$ cat src/rtl/core/spc_pkg.sv
// ---------------------------------------------------------------------------
// spc_pkg
// types and constants of the stick polar converter
// ---------------------------------------------------------------------------
package spc_pkg;

  localparam int GUARD_BITS       = 8;
  localparam int CORDIC_MAX_STEPS = 24;
  localparam int ATAN_W           = 22;
  localparam int Z_W              = 27;
  localparam int ANG_Q16_W        = 25;
  localparam int OUT_W            = 16;
  localparam int GAIN_W           = 30;
  localparam int MAG_FRAC_BITS    = 16;

  localparam logic [GAIN_W-1:0]    INV_GAIN_Q30  = 30'd652032874;
  localparam logic signed [Z_W-1:0] DEG180_Q16   = 27'sd11796480;
  localparam logic signed [Z_W-1:0] DEG360_Q16   = 27'sd23592960;
  localparam logic [ANG_Q16_W:0]   ANG_ROUND     = 26'd256;
  localparam logic [OUT_W-1:0]     ANGLE_WRAP_Q7 = 16'd46080;
  localparam logic [OUT_W-1:0]     MAG_FULL      = 16'd32768;

  // atan(2^-i) in degrees, Q.16
  localparam logic [ATAN_W-1:0] ATAN_DEG_Q16 [CORDIC_MAX_STEPS] = '{
    22'd2949120, 22'd1740967, 22'd919879, 22'd466945, 22'd234379, 22'd117304,
    22'd58666,   22'd29335,   22'd14668,  22'd7334,   22'd3667,   22'd1833,
    22'd917,     22'd458,     22'd229,    22'd115,    22'd57,     22'd29,
    22'd14,      22'd7,       22'd4,      22'd2,      22'd1,      22'd0
  };

  typedef struct packed {
    logic valid;
    logic zero;
    logic flip;
  } spc_ctl_t;

endpackage

$ cat src/rtl/core/spc_if.sv
// ---------------------------------------------------------------------------
// spc_if
// valid/ready channels of the stick polar converter
// ---------------------------------------------------------------------------
interface spc_in_if #(
  parameter int AXIS_BITS = 16
);
  logic                        valid;
  logic                        ready;
  logic signed [AXIS_BITS-1:0] stick_x;
  logic signed [AXIS_BITS-1:0] stick_y;

  modport source (output valid, stick_x, stick_y, input ready);
  modport sink   (input valid, stick_x, stick_y, output ready);
endinterface

interface spc_out_if;
  logic        valid;
  logic        ready;
  logic [15:0] angle_deg;
  logic [15:0] magnitude;

  modport source (output valid, angle_deg, magnitude, input ready);
  modport sink   (input valid, angle_deg, magnitude, output ready);
endinterface

$ cat src/rtl/core/spc_prerot.sv
// ---------------------------------------------------------------------------
// spc_prerot
// input stage: mirrors x, scales both axes and folds the left half-plane
// ---------------------------------------------------------------------------
module spc_prerot #(
  parameter int AXIS_BITS = 16,
  parameter int W         = 27
) (
  input  logic                                clk,
  input  logic                                rst_n,
  spc_in_if.sink                              in_if,
  input  logic                                dn_ready,
  output spc_pkg::spc_ctl_t                   ctl,
  output logic signed [W-1:0]                 u,
  output logic signed [W-1:0]                 v,
  output logic signed [spc_pkg::Z_W-1:0]      z
);

  spc_pkg::spc_ctl_t   ctl_r, ctl_nxt;
  logic signed [W-1:0] u_r, u_nxt;
  logic signed [W-1:0] v_r, v_nxt;
  logic signed [W-1:0] xs, ys;
  logic                load;

  assign load        = !ctl_r.valid || dn_ready;
  assign in_if.ready = load;

  always_comb begin
    xs = W'(in_if.stick_x) <<< spc_pkg::GUARD_BITS;
    ys = W'(in_if.stick_y) <<< spc_pkg::GUARD_BITS;
    ctl_nxt.valid = in_if.valid;
    ctl_nxt.zero  = (in_if.stick_x == '0) && (in_if.stick_y == '0);
    // u = -x is negative when x > 0: rotate by 180 degrees
    ctl_nxt.flip  = !in_if.stick_x[AXIS_BITS-1] && (in_if.stick_x != '0);
    if (ctl_nxt.flip) begin
      u_nxt = xs;
      v_nxt = -ys;
    end else begin
      u_nxt = -xs;
      v_nxt = ys;
    end
  end

  always_ff @(posedge clk) begin
    if (!rst_n) begin
      ctl_r.valid <= 1'b0;
    end else if (load) begin
      ctl_r <= ctl_nxt;
    end
  end

  always_ff @(posedge clk) begin
    if (load) begin
      u_r <= u_nxt;
      v_r <= v_nxt;
    end
  end

  assign ctl = ctl_r;
  assign u   = u_r;
  assign v   = v_r;
  assign z   = '0;

endmodule

$ cat src/rtl/core/spc_rot_stage.sv
// ---------------------------------------------------------------------------
// spc_rot_stage
// one registered CORDIC micro-rotation in vectoring mode
// ---------------------------------------------------------------------------
module spc_rot_stage #(
  parameter int W   = 27,
  parameter int IDX = 0
) (
  input  logic                           clk,
  input  logic                           rst_n,
  input  spc_pkg::spc_ctl_t              up_ctl,
  input  logic signed [W-1:0]            up_u,
  input  logic signed [W-1:0]            up_v,
  input  logic signed [spc_pkg::Z_W-1:0] up_z,
  output logic                           up_ready,
  input  logic                           dn_ready,
  output spc_pkg::spc_ctl_t              ctl,
  output logic signed [W-1:0]            u,
  output logic signed [W-1:0]            v,
  output logic signed [spc_pkg::Z_W-1:0] z
);

  localparam logic signed [spc_pkg::Z_W-1:0] ATAN_I =
    spc_pkg::Z_W'(spc_pkg::ATAN_DEG_Q16[IDX]);

  spc_pkg::spc_ctl_t              ctl_r;
  logic signed [W-1:0]            u_r, u_nxt;
  logic signed [W-1:0]            v_r, v_nxt;
  logic signed [spc_pkg::Z_W-1:0] z_r, z_nxt;
  logic signed [W-1:0]            du, dv;
  logic                           v_pos;

  assign up_ready = !ctl_r.valid || dn_ready;

  always_comb begin
    du    = up_v >>> IDX;
    dv    = up_u >>> IDX;
    v_pos = !up_v[W-1] && (up_v != '0);
    if (v_pos) begin
      u_nxt = up_u + du;
      v_nxt = up_v - dv;
      z_nxt = up_z + ATAN_I;
    end else begin
      u_nxt = up_u - du;
      v_nxt = up_v + dv;
      z_nxt = up_z - ATAN_I;
    end
  end

  always_ff @(posedge clk) begin
    if (!rst_n) begin
      ctl_r.valid <= 1'b0;
    end else if (up_ready) begin
      ctl_r <= up_ctl;
    end
  end

  always_ff @(posedge clk) begin
    if (up_ready) begin
      u_r <= u_nxt;
      v_r <= v_nxt;
      z_r <= z_nxt;
    end
  end

  assign ctl = ctl_r;
  assign u   = u_r;
  assign v   = v_r;
  assign z   = z_r;

endmodule

$ cat src/rtl/core/spc_finish.sv
// ---------------------------------------------------------------------------
// spc_finish
// gain correction multiply, angle wrap and rounding, output register
// ---------------------------------------------------------------------------
module spc_finish #(
  parameter int AXIS_BITS = 16,
  parameter int W         = 27
) (
  input  logic                           clk,
  input  logic                           rst_n,
  input  spc_pkg::spc_ctl_t              up_ctl,
  input  logic signed [W-1:0]            up_u,
  input  logic signed [spc_pkg::Z_W-1:0] up_z,
  output logic                           up_ready,
  spc_out_if.source                      out_if
);

  localparam int LO_W   = 16;
  localparam int HI_W   = W - 1 - LO_W;
  localparam int PLO_W  = LO_W + spc_pkg::GAIN_W;
  localparam int PHI_W  = HI_W + spc_pkg::GAIN_W;
  localparam int SUM_W  = W + spc_pkg::GAIN_W;
  localparam int SHIFT  = 30 + spc_pkg::GUARD_BITS + AXIS_BITS - spc_pkg::MAG_FRAC_BITS;
  localparam int MAG_W  = SUM_W - SHIFT;
  localparam int AQ_W   = spc_pkg::ANG_Q16_W;

  // stage 1: split multiply, base angle
  spc_pkg::spc_ctl_t              c1_r;
  logic [PLO_W-1:0]               plo_r;
  logic [PHI_W-1:0]               phi_r;
  logic signed [spc_pkg::Z_W-1:0] a1_r;
  // stage 2: product sum, angle wrap
  spc_pkg::spc_ctl_t              c2_r;
  logic [SUM_W-1:0]               sum_r, sum_nxt;
  logic [AQ_W-1:0]                a2_r, a2_nxt;
  // stage 3: output register
  logic                           ov_r;
  logic [spc_pkg::OUT_W-1:0]      ang_r, ang_nxt;
  logic [spc_pkg::OUT_W-1:0]      mag_r, mag_nxt;

  logic                           ld1, ld2, ld3;
  logic [W-2:0]                   um;
  logic [AQ_W:0]                  a_rnd;
  logic [spc_pkg::OUT_W-1:0]      ang_q;
  logic [MAG_W-1:0]               mag_w;
  logic signed [spc_pkg::Z_W-1:0] a_wrap;

  assign ld3      = !ov_r || out_if.ready;
  assign ld2      = !c2_r.valid || ld3;
  assign ld1      = !c1_r.valid || ld2;
  assign up_ready = ld1;
  assign um       = up_u[W-2:0];

  always_ff @(posedge clk) begin
    if (!rst_n) begin
      c1_r.valid <= 1'b0;
    end else if (ld1) begin
      c1_r <= up_ctl;
    end
  end

  always_ff @(posedge clk) begin
    if (ld1) begin
      plo_r <= PLO_W'(um[LO_W-1:0]) * PLO_W'(spc_pkg::INV_GAIN_Q30);
      phi_r <= PHI_W'(um[W-2:LO_W]) * PHI_W'(spc_pkg::INV_GAIN_Q30);
      a1_r  <= up_z + (up_ctl.flip ? spc_pkg::DEG180_Q16 : '0);
    end
  end

  always_comb begin
    sum_nxt = (SUM_W'(phi_r) << LO_W) + SUM_W'(plo_r) + (SUM_W'(1) << (SHIFT - 1));
    a_wrap  = a1_r[spc_pkg::Z_W-1] ? (a1_r + spc_pkg::DEG360_Q16) : a1_r;
    a2_nxt  = a_wrap[AQ_W-1:0];
  end

  always_ff @(posedge clk) begin
    if (!rst_n) begin
      c2_r.valid <= 1'b0;
    end else if (ld2) begin
      c2_r <= c1_r;
    end
  end

  always_ff @(posedge clk) begin
    if (ld2) begin
      sum_r <= sum_nxt;
      a2_r  <= a2_nxt;
    end
  end

  always_comb begin
    a_rnd = {1'b0, a2_r} + spc_pkg::ANG_ROUND;
    ang_q = a_rnd[AQ_W-1:9];
    if (ang_q >= spc_pkg::ANGLE_WRAP_Q7) begin
      ang_q = ang_q - spc_pkg::ANGLE_WRAP_Q7;
    end
    mag_w = sum_r[SUM_W-1:SHIFT];
    if (c2_r.zero) begin
      ang_nxt = '0;
      mag_nxt = '0;
    end else begin
      ang_nxt = ang_q;
      if (mag_w > MAG_W'(spc_pkg::MAG_FULL)) begin
        mag_nxt = spc_pkg::MAG_FULL;
      end else begin
        mag_nxt = mag_w[spc_pkg::OUT_W-1:0];
      end
    end
  end

  always_ff @(posedge clk) begin
    if (!rst_n) begin
      ov_r <= 1'b0;
    end else if (ld3) begin
      ov_r <= c2_r.valid;
    end
  end

  always_ff @(posedge clk) begin
    if (ld3) begin
      ang_r <= ang_nxt;
      mag_r <= mag_nxt;
    end
  end

  assign out_if.valid     = ov_r;
  assign out_if.angle_deg = ang_r;
  assign out_if.magnitude = mag_r;

endmodule

$ cat src/rtl/core/stick_polar_converter_unit.sv
// ---------------------------------------------------------------------------
// stick_polar_converter_unit
// stick sample to direction and length, pipelined CORDIC vectoring
// ---------------------------------------------------------------------------
// channel   dir   handshake      payload
// in_if     in    valid/ready    stick_x, stick_y   (signed Q1.15)
// out_if    out   valid/ready    angle_deg (Q9.7), magnitude (Q1.15)
//
// one item per cycle while the output is not stalled; stages in order: input fold
// stage, one stage per micro-rotation, three stages of gain multiply and rounding
// every stage holds its own valid bit; an empty stage loads even while the
// output is stalled, so bubbles close up and nothing is lost or repeated
// synchronous reset clears the valid bits only
// ---------------------------------------------------------------------------
module stick_polar_converter_unit #(
  parameter int CORDIC_STEPS = 16,
  parameter int AXIS_BITS    = 16
) (
  input  logic      clk,
  input  logic      rst_n,
  spc_in_if.sink    in_if,
  spc_out_if.source out_if
);

  localparam int W = AXIS_BITS + spc_pkg::GUARD_BITS + 3;

  spc_pkg::spc_ctl_t              ctl_s [CORDIC_STEPS+1];
  logic signed [W-1:0]            u_s   [CORDIC_STEPS+1];
  logic signed [W-1:0]            v_s   [CORDIC_STEPS+1];
  logic signed [spc_pkg::Z_W-1:0] z_s   [CORDIC_STEPS+1];
  logic                           rdy_s [CORDIC_STEPS+1];

  spc_prerot #(
    .AXIS_BITS (AXIS_BITS),
    .W         (W)
  ) u_prerot (
    .clk      (clk),
    .rst_n    (rst_n),
    .in_if    (in_if),
    .dn_ready (rdy_s[0]),
    .ctl      (ctl_s[0]),
    .u        (u_s[0]),
    .v        (v_s[0]),
    .z        (z_s[0])
  );

  for (genvar i = 0; i < CORDIC_STEPS; i++) begin : g_rot
    spc_rot_stage #(
      .W   (W),
      .IDX (i)
    ) u_rot (
      .clk      (clk),
      .rst_n    (rst_n),
      .up_ctl   (ctl_s[i]),
      .up_u     (u_s[i]),
      .up_v     (v_s[i]),
      .up_z     (z_s[i]),
      .up_ready (rdy_s[i]),
      .dn_ready (rdy_s[i+1]),
      .ctl      (ctl_s[i+1]),
      .u        (u_s[i+1]),
      .v        (v_s[i+1]),
      .z        (z_s[i+1])
    );
  end

  spc_finish #(
    .AXIS_BITS (AXIS_BITS),
    .W         (W)
  ) u_finish (
    .clk      (clk),
    .rst_n    (rst_n),
    .up_ctl   (ctl_s[CORDIC_STEPS]),
    .up_u     (u_s[CORDIC_STEPS]),
    .up_z     (z_s[CORDIC_STEPS]),
    .up_ready (rdy_s[CORDIC_STEPS]),
    .out_if   (out_if)
  );

endmodule

$ cat src/flat_wrapper.sv
// flat-port wrapper written by rule: the top's interface ports become plain ports
module stick_polar_converter_unit_flat 
#(
  parameter int CORDIC_STEPS = 16,
  parameter int AXIS_BITS    = 16
)
  (clk, rst_n, in_if_valid, in_if_stick_x, in_if_stick_y, in_if_ready, out_if_valid, out_if_angle_deg, out_if_magnitude, out_if_ready);
  spc_in_if #(.AXIS_BITS(AXIS_BITS)) in_if_i ();
  spc_out_if out_if_i ();
  input  logic clk;
  input  logic rst_n;
  input wire logic [$bits(in_if_i.valid)-1:0] in_if_valid;
  input wire logic [$bits(in_if_i.stick_x)-1:0] in_if_stick_x;
  input wire logic [$bits(in_if_i.stick_y)-1:0] in_if_stick_y;
  output wire logic [$bits(in_if_i.ready)-1:0] in_if_ready;
  output wire logic [$bits(out_if_i.valid)-1:0] out_if_valid;
  output wire logic [$bits(out_if_i.angle_deg)-1:0] out_if_angle_deg;
  output wire logic [$bits(out_if_i.magnitude)-1:0] out_if_magnitude;
  input wire logic [$bits(out_if_i.ready)-1:0] out_if_ready;
  assign in_if_i.valid = in_if_valid;
  assign in_if_i.stick_x = in_if_stick_x;
  assign in_if_i.stick_y = in_if_stick_y;
  assign in_if_ready = in_if_i.ready;
  assign out_if_valid = out_if_i.valid;
  assign out_if_angle_deg = out_if_i.angle_deg;
  assign out_if_magnitude = out_if_i.magnitude;
  assign out_if_i.ready = out_if_ready;
  stick_polar_converter_unit #(.CORDIC_STEPS(CORDIC_STEPS), .AXIS_BITS(AXIS_BITS)) u_core (.clk(clk), .rst_n(rst_n), .in_if(in_if_i), .out_if(out_if_i));
endmodule
$ cat config.mk
export PLATFORM = sky130hd
export DESIGN_NAME = stick_polar_converter_unit_flat
export DESIGN_NICKNAME = d
export VERILOG_FILES = /design/src/rtl/core/spc_pkg.sv /design/src/rtl/core/spc_if.sv /design/src/rtl/core/spc_prerot.sv /design/src/rtl/core/spc_rot_stage.sv /design/src/rtl/core/spc_finish.sv /design/src/rtl/core/stick_polar_converter_unit.sv /design/src/flat_wrapper.sv
export SDC_FILE = /design/constraint.sdc
export NUM_CORES = 2
export LEC_CHECK = 0
export BUFFER_PORTS_ARGS = -buffer_cell sky130_fd_sc_hd__clkbuf_2
export CELL_PAD_IN_SITES_DETAIL_PLACEMENT = 0
export CELL_PAD_IN_SITES_GLOBAL_PLACEMENT = 1
export CORE_UTILIZATION = 47
export CTS_CLUSTER_DIAMETER = 120
export DETAILED_ROUTE_END_ITERATION = 8
export PLACE_DENSITY_LB_ADDON = 0.1
export REMOVE_ABC_BUFFERS = 1
export SLEW_MARGIN = 20
export SYNTH_ARGS = -nofsm -noshare
export SYNTH_HDL_FRONTEND = slang
export SYNTH_SLANG_ARGS = --single-unit
$ cat constraint.sdc
create_clock -name clk -period 7.6 [get_ports clk]
set_clock_uncertainty 0.1 [all_clocks]
set_input_delay 0.38 -clock clk [delete_from_list [all_inputs] [get_ports clk]]
set_output_delay 0.38 -clock clk [all_outputs]
set_load 0.01 [all_outputs]
# Word level (Yosys, flattened, before mapping)
# Cells that the tools add are included.
op_classes:
  n_addsub: 99
  n_mul: 2
  div: 0
  magnitude_cmp: 2
  eq_ne: 0
  shift: 0
  mux: 53
  bitwise_logic: 0
  n_reduce_logical: 114
op_table:
  columns: ["cell", "count"]
  rows:
  - ["27-bit two-way mux", 47]
  - ["27-bit nonzero test", 16]
  - ["27-bit by 24-bit adder with 27-bit output", 3]
  - ["56-bit by 46-bit adder with 57-bit output", 1]
  - ["57-bit by 38-bit adder with 57-bit output, second input constant", 1]
  - ["27-bit by 14-bit adder with 27-bit output", 2]
  - ["27-bit by 15-bit adder with 27-bit output", 2]
  - ["27-bit by 16-bit adder with 27-bit output", 2]
  - ["27-bit by 17-bit adder with 27-bit output", 2]
  - ["27-bit by 18-bit adder with 27-bit output", 2]
  - ["27-bit by 19-bit adder with 27-bit output", 2]
  - ["27-bit by 20-bit adder with 27-bit output", 2]
  - ["27-bit by 21-bit adder with 27-bit output", 2]
  - ["27-bit by 22-bit adder with 27-bit output", 2]
  - ["27-bit by 23-bit adder with 27-bit output", 2]
  - ["27-bit by 25-bit adder with 27-bit output", 2]
  - ["27-bit by 26-bit adder with 27-bit output", 2]
  - ["24-bit negator with 27-bit output", 2]
  - ["27-bit by 14-bit subtractor with 27-bit output", 2]
  - ["27-bit by 15-bit subtractor with 27-bit output", 2]
  - ["27-bit by 16-bit subtractor with 27-bit output", 2]
  - ["27-bit by 17-bit subtractor with 27-bit output", 2]
  - ["27-bit by 18-bit subtractor with 27-bit output", 2]
  - ["27-bit by 19-bit subtractor with 27-bit output", 2]
  - ["other kinds (63)", 164]
totals:
  ff_bits: 1602
  latch_bits: 0
  ram_bits: 0
  mem_bits_ro: 0
  input_bits: 36
  output_inout_bits: 34
  word_cells: 385
  memories: 0

# Depth between registers and ports, before layout
logic_depth:
  depth_word: 22
  ltp_mapped: 25
  depth_no_buf: 24

# Cells and area by module
# Synthesis repeated with hierarchy kept, for this count alone.
hier_totals:
  hier_cells: 14262
  hier_area_um2: 138569.1
modules_own_cells:
  columns: ["mod", "instances", "cells_each", "area_per_inst_um2", "seq_area_each_um2"]
  rows:
  - ["spc_finish", 1, 1833, 19975.4, 4744.6]
  - ["spc_rot_stage (u_core.g_rot[1].u_rot)", 1, 838, 7712.4, 2512.4]
  - ["spc_rot_stage (u_core.g_rot[2].u_rot)", 1, 814, 7542.2, 2512.4]
  - ["spc_rot_stage (u_core.g_rot[7].u_rot)", 1, 797, 7477.2, 2512.4]
  - ["spc_rot_stage (u_core.g_rot[8].u_rot)", 1, 810, 7463.4, 2512.4]
  - ["spc_rot_stage (u_core.g_rot[11].u_rot)", 1, 772, 7338.3, 2512.4]
  - ["spc_rot_stage (u_core.g_rot[0].u_rot)", 1, 790, 7279.5, 2482.4]
  - ["spc_rot_stage (u_core.g_rot[5].u_rot)", 1, 750, 7273.2, 2512.4]
  - ["spc_rot_stage (u_core.g_rot[10].u_rot)", 1, 771, 7264.5, 2512.4]
  - ["spc_rot_stage (u_core.g_rot[4].u_rot)", 1, 771, 7260.7, 2512.4]
  - ["spc_rot_stage (u_core.g_rot[3].u_rot)", 1, 763, 7249.5, 2512.4]
  - ["spc_rot_stage (u_core.g_rot[6].u_rot)", 1, 750, 7181.9, 2512.4]
  - ["spc_rot_stage (u_core.g_rot[12].u_rot)", 1, 743, 7144.4, 2512.4]
  - ["spc_rot_stage (u_core.g_rot[15].u_rot)", 1, 727, 7098.1, 2512.4]
  - ["4 more rows", null, null, null, null]

# Least setup slack after synthesis
# OpenSTA, ideal clock, no wires.
synth_timing:
  kind: "reg-to-reg"
  startpoint: "register u_core.u_finish.ov_r (netlist: u_core.u_finish.out_if.valid)"
  endpoint: "register u_core.g_rot[2].u_rot.ctl_r, in the netlist u_core.g_rot[2].u_rot.ctl[0] (enable)"
  setup_ns: 0.259
  arrival_ns: 6.888
  t_required_ns: 7.241
  path_slack_ns: 0.354
  stages_incl_launch_ff: 10
  n_path_buf: 1
  period_less_slack_ns: 7.246
  path_cell_list: "dfxtp_1 nor2b_1 and3_1 clkbuf_1 and3_1 and3_1 nand4_1 nor2_1 nand2_1 and2_1"
synth_between:
  elab_chain_cells: 19
synth_rtl:
  columns: ["element", "line_no", "text"]
  rows:
  - ["start: declaration", "spc_finish.sv:37", "logic ov_r;"]
  - ["start signal: assignment", "spc_finish.sv:115", "ov_r <= c2_r.valid;"]
  - ["1-bit logical NOT", "spc_finish.sv:48", "assign ld3 = !ov_r || out_if.ready;"]
  - ["1-bit logical OR", "spc_finish.sv:48", null]
  - ["1-bit logical OR", "spc_finish.sv:49", "assign ld2 = !c2_r.valid || ld3;"]
  - ["1-bit logical OR", "spc_finish.sv:50", "assign ld1 = !c1_r.valid || ld2;"]
  - ["1-bit logical OR (12 in a row)", "spc_rot_stage.sv:33", "assign up_ready = !ctl_r.valid || dn_ready;"]
  - ["net u_core.g_rot[3].u_rot.dn_ready", "spc_rot_stage.sv:16", "input logic dn_ready,"]
  - ["1-bit logical OR (2 in a row)", "spc_rot_stage.sv:33", null]
  - ["net u_core.g_rot[1].u_rot.dn_ready", "spc_rot_stage.sv:16", null]
  - ["2-bit AND reduction (no source line)", null, null]
  - ["end signal: assignment", "spc_rot_stage.sv:54", "ctl_r <= up_ctl;"]
  - ["end: declaration", "spc_rot_stage.sv:26", "spc_pkg::spc_ctl_t ctl_r;"]
# The timed path passes the listed nets, and every way through them passes these cells.
# A chain may end at the register's enable or synchronous reset.

# Worst setup path after layout
layout_timing:
  startpoint: "register u_core.g_rot[15].u_rot.u_r[12]"
  endpoint: "register u_core.u_finish.plo_r[45], data pin"
layout_between:
  elab_chain_cells: 1
layout_rtl:
  columns: ["element", "line_no", "text"]
  rows:
  - ["start: declaration", "spc_rot_stage.sv:27", "logic signed [W-1:0] u_r, u_nxt;"]
  - ["start signal: assignment", "spc_rot_stage.sv:60", "u_r <= u_nxt;"]
  - ["16-bit by 29-bit multiplier with 45-bit output", "spc_finish.sv:64", "plo_r <= PLO_W'(um[LO_W-1:0]) * PLO_W'(spc_pkg::INV_GAIN_Q30);"]
  - ["end signal: assignment", "spc_finish.sv:64", null]
  - ["end: declaration", "spc_finish.sv:29", "logic [PLO_W-1:0] plo_r;"]
# No other way between the ends.

==> out/results.tsv <==
metric	value	unit
status	finished, final reports clean	
place_congestion	0.9068	
r2r_end	u_core.u_finish.plo_r[45]	
cts_tree	done	
slew_headroom	19.83	%
setup.worst_path.start	u_core.g_rot[15].u_rot.u[12]	
crit_cells	22	
die_x	505.9	um
clock_latency	0.85	ns
tightest_slew	1.186	ns
dr.pass1.iters	5	
grt_pass1_wl	503000	um
antenna_found_initial	8	
drc	0	
layout.nets	14070	
vias	89370	
grt_pass1_vias	87610	
syn2layout_area_growth	9.495	%
cts_max_path_buffers	3	
hpwlAfterDp	263600	um
finalSetupViolations	0	
postCtsResizedCells	0	
endpoint_kind	register	
grt_use_total	24.93	%
timing.final.crit_share	92.31	%
wire_per_inst	20.62	um
antenna_left	0	
dp_slack	0.6234	ns
h-tree-depth	4	
vias_per_cell	5.672	
synth_edf_count	1386	
drive_above_1_share	4.499	%
worst_ep_arrival_time	7.50	ns
reg2reg_depth	22	
numCtsBuffers	171	
async_flop_share	0	%
post-route-util	51.88	%
synth_warnings	0	
drv_cap	0	
io_buffers	69	
io_pins	70	
grt_max_degree	82	
drtIter0Drc	5950	
max_freq	142.5	MHz
hold_slack	0.1186	ns
synth_area	0.1193	mm2
cp_cell_sequence	ha_1 -> inv_1 -> fa_1 -> fa_1 -> inv_1 -> fa_1 -> fa_1 -> inv_1 -> fa_1 -> inv_1 -> ha_1 -> o21a_1 -> o211a_1 -> a22o_1 -> a211oi_1 -> buf_4 -> a221o_1 -> a311oi_1 -> o21a_1 -> o21a_1 -> mux2i_1 -> nand2_1	
crit_end	u_core.u_finish.plo_r[45]	
clk_pin_slew	0.06	ns
rows	184	
die_area	0.2559	mm2
ys_ff_latch	1406	
final_cell_mix	ha_1 (1466), edfxtp_1 (1386), xnor2_1 (1072)	
crit_slowest_cell	fa_1	
layout_commonest_cell	ha_1	
tns	0	ns
cts_sinks	1406	
finalMaxSlewViolations	0	
crit_path_max_fanout	7	
timing.final.ws_setup	0.5848	ns
period_needed	7.015	ns
start_util	47.38	%
setup.worst_path.start_class	register	
ys_types	87	
clock-root-buffer	clkbuf_16	
finalHoldViolCount	0	
cpLargestDelayFamily	adder cells	
synthCells	11980	
core	0.2519	mm2
crit_top_cell	fa_1	
overflow	0	
reg2reg_slack	0.58	ns
synth-main-ff-cell	edfxtp_1	
r2r-start	u_core.g_rot[15].u_rot.u[12]	
path_buf_inv	5	
die_h	505.9	um
synth.yosys.seq_area_share	35.21	%
hold_class	in2reg	
rsz0062_at_grt	no	
wirelength	324900	um
cp.required	8.08	ns
syn_area_per_cell	9.963	um2
slowest_delay	0.64	ns
path_class	reg2reg	
[worst min-delay path, delay by kind of cell]
kind                   cells  cell delay [ns]
AOI/OAI and AO/OA          1             0.20
buffers and inverters      2             0.34
[layout make-up]
class	instances	area, um2
multi-input cells	9563	73600
repair buffers	200	1509
clock inverters	113	1408
clock buffers	202	4476
inverters	919	3457
flip-flops and latches	1406	42020
diodes	4	10.01
well taps	3348	4189
fillers	22910	121200
[timing repair]
action	CTS	global route
hold buffers	56	0
buffers inserted	0	0
endpoints found under the hold margin	40	0
[synthesized netlist by cell type (176+ instances only)]
master / n / share of area, %
ha_1: 1466 / 15
edfxtp_1: 1386 / 35
xnor2_1: 1072 / 7.9
a21oi_1: 996 / 4.2
nor2_1: 931 / 2.9
inv_1: 911 / 2.9
nand2_1: 618 / 1.9
o21ai_0: 526 / 2.2
xor2_1: 470 / 3.4
a21o_1: 383 / 2.4
nor3_1: 319 / 1.3
fa_1: 302 / 5.1
nand3_1: 196 / 0.82
o21a_1: 176 / 1.1
[stage by stage]
stage | std cells | area (um2)
3_3_place_gp | 15380 | 124100
3_5_place_dp | 15380 | 124100
4_1_cts | 15750 | 130600
6_report | 15760 | 130700
2_1_floorplan | 11890 | 119000
5_1_grt | 15750 | 130700
[state kept, by name, indices dropped and copies added (netlist names), 17 cells and up]
name                    count
u_core.u_finish.sum_r      19
u_core.u_prerot.v          19
u_core.u_finish.plo_r      29
u_core.u_prerot.u          19
u_core.g_rot.u_rot.ctl     48
u_core.g_rot.u_rot.z      371
u_core.u_finish.phi_r      39
u_core.u_finish.a2_r       17
u_core.g_rot.u_rot.v      379
u_core.u_finish.a1_r       18
u_core.g_rot.u_rot.u      408
[cell families after synthesis]
group | after synthesis | share of synthesized area [%]
compound gates | 3095 | 16.71
simple gates | 3034 | 12.36
fa+ha+maj | 1768 | 20.44
xor+xnor | 1542 | 11.32
flops | 1406 | 35.21
buf+inv | 1058 | 3.330
mux | 74 | 0.6312
other cells | 1 | 0.003142
[layer usage]
layer	track usage [%]	vias up	routed length, um
met4	5.492	6	6750
met5	0	-	31
li1	-	44350	-
met3	2.673	354	11750
met2	42.36	1539	154500
met1	34.09	43120	151900
[worst min-delay path by stage]
stage               cells after the start                       endpoint                        start  slack [ns]
floorplan                               0   u_core.g_rot[0].u_rot.ctl[0]       u_core.u_prerot.ctl[0]        0.30
global placement                        0       u_core.u_finish.a2_r[10]     u_core.u_finish.a1_r[10]        0.30
detailed placement                      0        u_core.u_finish.a1_r[8]  u_core.g_rot[15].u_rot.z[8]        0.31
CTS                                     3  u_core.g_rot[14].u_rot.ctl[2]                        rst_n        0.04
global route                            3  u_core.g_rot[14].u_rot.ctl[2]                        rst_n        0.07
finish                                  3  u_core.g_rot[14].u_rot.ctl[2]                        rst_n        0.12
Power is not shown: default switching activity piles up to over one toggle a cycle in this logic, so the estimate is an artifact.
